**src/rtl/core/tcw_pkg.sv**
```systemverilog
// shared types and constants for the text console character writer
// no dependencies; imported by every module of the block
`timescale 1ns / 1ps

package tcw_pkg;

	// default screen geometry
	localparam int DEF_SCREEN_COLUMNS = 80;
	localparam int DEF_SCREEN_ROWS    = 25;

	// fixed port widths
	localparam int OP_W        = 2;
	localparam int CHAR_W      = 8;
	localparam int INDEX_W     = 11;
	localparam int LOC_W       = 11;
	localparam int CELL_W      = 16;
	localparam int COLOUR_W    = 4;
	localparam int CFG_INDEX_W = 1;

	typedef enum logic [OP_W-1:0] {
		OP_PUT   = 2'd0,
		OP_CLEAR = 2'd1,
		OP_READ  = 2'd2
	} op_t;

	typedef enum logic [CFG_INDEX_W-1:0] {
		REG_FOREGROUND = 1'b0,
		REG_BACKGROUND = 1'b1
	} reg_index_t;

	localparam logic [CHAR_W-1:0] CH_BACKSPACE = 8'h08;
	localparam logic [CHAR_W-1:0] CH_TAB       = 8'h09;
	localparam logic [CHAR_W-1:0] CH_LF        = 8'h0A;
	localparam logic [CHAR_W-1:0] CH_CR        = 8'h0D;
	localparam logic [CHAR_W-1:0] CH_PRINT_MIN = 8'h20;

	localparam int TAB_STEP = 8;

	// white on black space for the row that scrolls in
	localparam logic [CELL_W-1:0] BLANK_CELL = 16'h0F20;

	localparam logic [COLOUR_W-1:0] FG_RESET = 4'd2;
	localparam logic [COLOUR_W-1:0] BG_RESET = 4'd0;

	typedef struct packed {
		logic wr;
		logic scroll;
	} put_flags_t;

	typedef enum logic [2:0] {
		ST_SWEEP,
		ST_IDLE,
		ST_READ,
		ST_SCROLL,
		ST_FILL
	} state_t;

endpackage

```
**src/rtl/core/tcw_cursor.sv**
```systemverilog
// cursor update for one put byte: control codes, printable advance, wrap, scroll
// depends on tcw_pkg
`timescale 1ns / 1ps

module tcw_cursor #(
	parameter int SCREEN_COLUMNS = tcw_pkg::DEF_SCREEN_COLUMNS,
	parameter int SCREEN_ROWS    = tcw_pkg::DEF_SCREEN_ROWS,
	parameter int CW             = $clog2(SCREEN_COLUMNS + 8),
	parameter int RW             = $clog2(SCREEN_ROWS + 1),
	parameter int LW             = $clog2(SCREEN_COLUMNS * SCREEN_ROWS + 1)
) (
	input  logic [CW-1:0]                col,
	input  logic [RW-1:0]                row,
	input  logic [LW-1:0]                loc,
	input  logic [tcw_pkg::CHAR_W-1:0]   char_code,
	output logic [CW-1:0]                col_next,
	output logic [RW-1:0]                row_next,
	output logic [LW-1:0]                loc_next,
	output tcw_pkg::put_flags_t          flags
);
	import tcw_pkg::*;

	logic [LW-1:0] line_start_next;

	// start of the following row, used by line feed and by row-end wrap
	assign line_start_next = loc - LW'(col) + LW'(SCREEN_COLUMNS);

	always_comb begin
		col_next = col;
		row_next = row;
		loc_next = loc;
		flags    = '0;

		case (char_code)
			CH_BACKSPACE: begin
				if (col != '0) begin
					col_next = col - 1'b1;
					loc_next = loc - 1'b1;
				end
			end
			CH_TAB: begin
				col_next = (col + CW'(TAB_STEP)) & ~CW'(TAB_STEP - 1);
				loc_next = loc + LW'(TAB_STEP) - LW'(col & CW'(TAB_STEP - 1));
			end
			CH_CR: begin
				col_next = '0;
				loc_next = loc - LW'(col);
			end
			CH_LF: begin
				col_next = '0;
				row_next = row + 1'b1;
				loc_next = line_start_next;
			end
			default: begin
				if (char_code >= CH_PRINT_MIN) begin
					flags.wr = 1'b1;
					col_next = col + 1'b1;
					loc_next = loc + 1'b1;
				end
			end
		endcase

		if (col_next >= CW'(SCREEN_COLUMNS)) begin
			col_next = '0;
			row_next = row + 1'b1;
			loc_next = line_start_next;
		end

		// ran off the bottom: cursor parks at the start of the last row
		if (row_next == RW'(SCREEN_ROWS)) begin
			row_next     = RW'(SCREEN_ROWS - 1);
			loc_next     = LW'((SCREEN_ROWS - 1) * SCREEN_COLUMNS);
			flags.scroll = 1'b1;
		end
	end

endmodule

```
**config.mk**
```make
export PLATFORM = sky130hd
export DESIGN_NAME = tcw_cursor
export DESIGN_NICKNAME = d
export VERILOG_FILES = /design/src/rtl/core/tcw_pkg.sv /design/src/rtl/core/tcw_cursor.sv
export SDC_FILE = /design/constraint.sdc
export NUM_CORES = 1
export LEC_CHECK = 0
export BUFFER_PORTS_ARGS = -buffer_cell sky130_fd_sc_hd__buf_2
export CAP_MARGIN = 5
export CORE_ASPECT_RATIO = 1.25
export CORE_MARGIN = 5
export CORE_UTILIZATION = 25
export DETAILED_ROUTE_END_ITERATION = 16
export GPL_ROUTABILITY_DRIVEN = 0
export GPL_TIMING_DRIVEN = 0
export SYNTH_ARGS = -nofsm -noshare
export SYNTH_HDL_FRONTEND = slang
export SYNTH_SLANG_ARGS = --single-unit
export TNS_END_PERCENT = 100
```
**constraint.sdc**
```tcl
create_clock -name vclk -period 5.65
set_input_delay 1.13 -clock vclk [all_inputs]
set_output_delay 1.13 -clock vclk [all_outputs]
set_load 0.1 [all_outputs]
```
==> results.ini <==
[global_route]
gr-usage-all-layers_pct = 14.1
grt_pass1_vias = 2902
gr-total-overflow = 0
grt_max_degree = 13
grt_pass1_wl_um = 14400
antenna_found_initial = 0

[run_status]
status = finished, final reports clean

[critical_path]
start_kind = input pin
crit_slowest_cell = a2111o_1
path_buf_inv = 3
cpPeakStageDelay_ns = 0.45
cp.required_ns = 4.52
path_class = in2out
critical-path-top-delay-family = compound AO/OA/AOI/OAI gates
cp-endpoint = loc_next[10]
crit_cells = 15
cp_cell_sequence = buf_2, inv_1, ha_2, nor3_4, a211oi_4, xor2_2, ha_4, nand3b_1, o311ai_2, a2111o_1, o21a_1, o21ai_1, or3b_4, o211ai_1, buf_6
crit_fanout = 8
end_kind = output pin
startpoint = col[3]
arrival_ns = 4.39

[hold_path]
hp-class = in2out
hold_path_startpoint = col[2]

[placed_design]
place_area_sq_um = 3110
pre_cts_slack_ns = -0.276
io_buffers = 52
place_hpwl_um = 7700

[synth]
syn-num-nets = 435
syn_area_per_cell_sq_um = 7.07
yosysWarnings = 0
ys_seq_area_share_pct = 0
netlist_area_sq_um = 2590
yosysTopAreaCellShare_pct = 16.9
yosysTopAreaCell = ha_1
synthDistinctLibCells = 78
ys_top_cells_by_area = ha_1 17%, xnor2_1 8.5%, nor2_1 4.9%, a21oi_1 4.8%, inv_1 4.2%
synthesis.instances = 366

[final_layout]
final_nets = 499
syn_to_final_growth_pct = 27.3
insertedDiodeCount = 0
fillers = 1088
fin_util_pct = 32.6
seq_cell_count = 0
final_cell_area_sq_um = 3290
seqCellArea_sq_um = 0
multi_input_area_sq_um = 2580
clock_buffers = 0
drive_gt1_share_pct = 27.8

[power]
p_leak_nw = 1.32
power.density_nw_per_um2 = 156
peakVddDrop_mv = 0.0670
finalPower_uw = 515

[drt]
num_vias = 3128
wire_per_inst_um = 17.1
viasPerCell = 5.62
drt_wl_total_um = 9500
drt_iter0_markers = 268
post-route-drc-count = 0
drt_pass1_iterations = 5
ant_nets = 0

[timing]
finalWorstSetupSlack_ns = 0.134
max_slew_margin_pct = 51.7
fin_crit_ns = 5.52
hold_viol_final = 0
report.final.slew_viol_count = 0
setup_viol = 0
period_share_pct = 97.6
fmax_mhz = 181
hold-worst-slack_ns = 2.73
rsz0062_at_grt = true
worstMarginPinSlew_ns = 0.717

[floorplanning]
die_area_sq_um = 12500
core_sq_um = 10100
initial_core_util_pct = 25.6
die_h_um = 124
num_io_pins = 56
die_w_um = 101
rows = 41

[clock_network]
ctsHoldBuffers = 0

[job]
maxCapViolCount = 0

==> worst min-delay path by stage <==
| stage | end | slack, ns | cells past startpoint |
|---|---|---|---|
| floorplan | row_next[0] | 2.56 | 2 |
| CTS | col_next[2] | 2.74 | 3 |
| global route | col_next[2] | 2.75 | 3 |
| detailed placement | col_next[2] | 2.74 | 3 |
| finish | col_next[2] | 2.73 | 3 |
| global placement | col_next[2] | 2.73 | 3 |
==> cells by family after synthesis <==
kind of cell,synth area share [%]
buffers and inverters,6.72
AOI/OAI and AO/OA,34.0
and+or+nand+nor,27.7
xor gates and xnor gates,11.1
adders and majority gates,19.3
muxes,1.16
==> where the power goes <==
part | internal (mW) | switching (mW) | leakage, nW
combinational | 0.154 | 0.361 | 1.32
sequential | 0 | 0 | 0
clock | 0 | 0 | 0
==> worst min-delay path, delay by kind of cell <==
kind	cells	cell delay [ns]
buffers and inverters	2	0.39
AO/OA/AOI/OAI	1	0.07
==> synth_stat cells (3+ instances only) <==
master    instances
a211oi_1          6
a21oi_1          25
a221oi_1          7
a22oi_1           4
a31oi_1           3
and2_1            3
and3_1            4
clkbuf_1          8
fa_1              3
ha_1             35
inv_1            29
mux2i_1           3
nand2_1          24
nand2b_1          4
nand3_1          15
nand3b_1          4
nand4_1           5
nor2_1           34
nor2b_1           5
nor3_1            6
nor3b_1           4
nor4_1            3
o21a_1            3
o21ai_0          21
o221ai_1          6
o22a_1            3
or3_1             3
or4_1             3
xnor2_1          25
xor2_1            6
==> cell type report <==
cell class	count	area share, %
multi-input combinational	323	78.3
timing repair buffer	62	10.8
tap	129	4.90
inverter	31	3.69
buffer	12	2.32
==> layout by cell type (no fill, tap or decap), types with 4 or more instances in the layout <==
cell,count
buf_2,47
nand3_1,15
xor2_1,5
o221ai_1,5
o21ai_0,20
nor2b_1,4
nand3b_1,4
buf_4,12
nor3_1,4
ha_1,29
nand4_1,5
nand2_1,24
a221oi_1,7
a211oi_1,4
and3_1,4
a21oi_1,19
inv_1,27
clkbuf_1,5
nor2_1,34
nand2b_1,4
nor3b_1,4
a21oi_2,7
xnor2_1,25
==> routing by layer <==
layer	track usage (%)	routed length, um	part of all wire (%)
met1	17.3	3820	40
met2	26.0	4850	51
met3	1.34	600	6.3
met4	3.82	223	2.3
met5	0	0	0
==> per-stage QoR <==
step,std cells,setup TNS (ns)
6_report,557,0
2_1_floorplan,366,-0.495
4_1_cts,551,0
5_1_grt,557,-0.0586
3_5_place_dp,547,-0.276
3_3_place_gp,547,-0.244
==> what timing repair did <==
| action | 4_1_cts | 5_1_grt |
|---|---|---|
| endpoints found under the setup margin | 1 | 6 |
| buffers inserted | 4 | 6 |
| pin swaps | 4 | 7 |
| gates resized for setup | 5 | 22 |
Power figures use the tool's default switching activity.
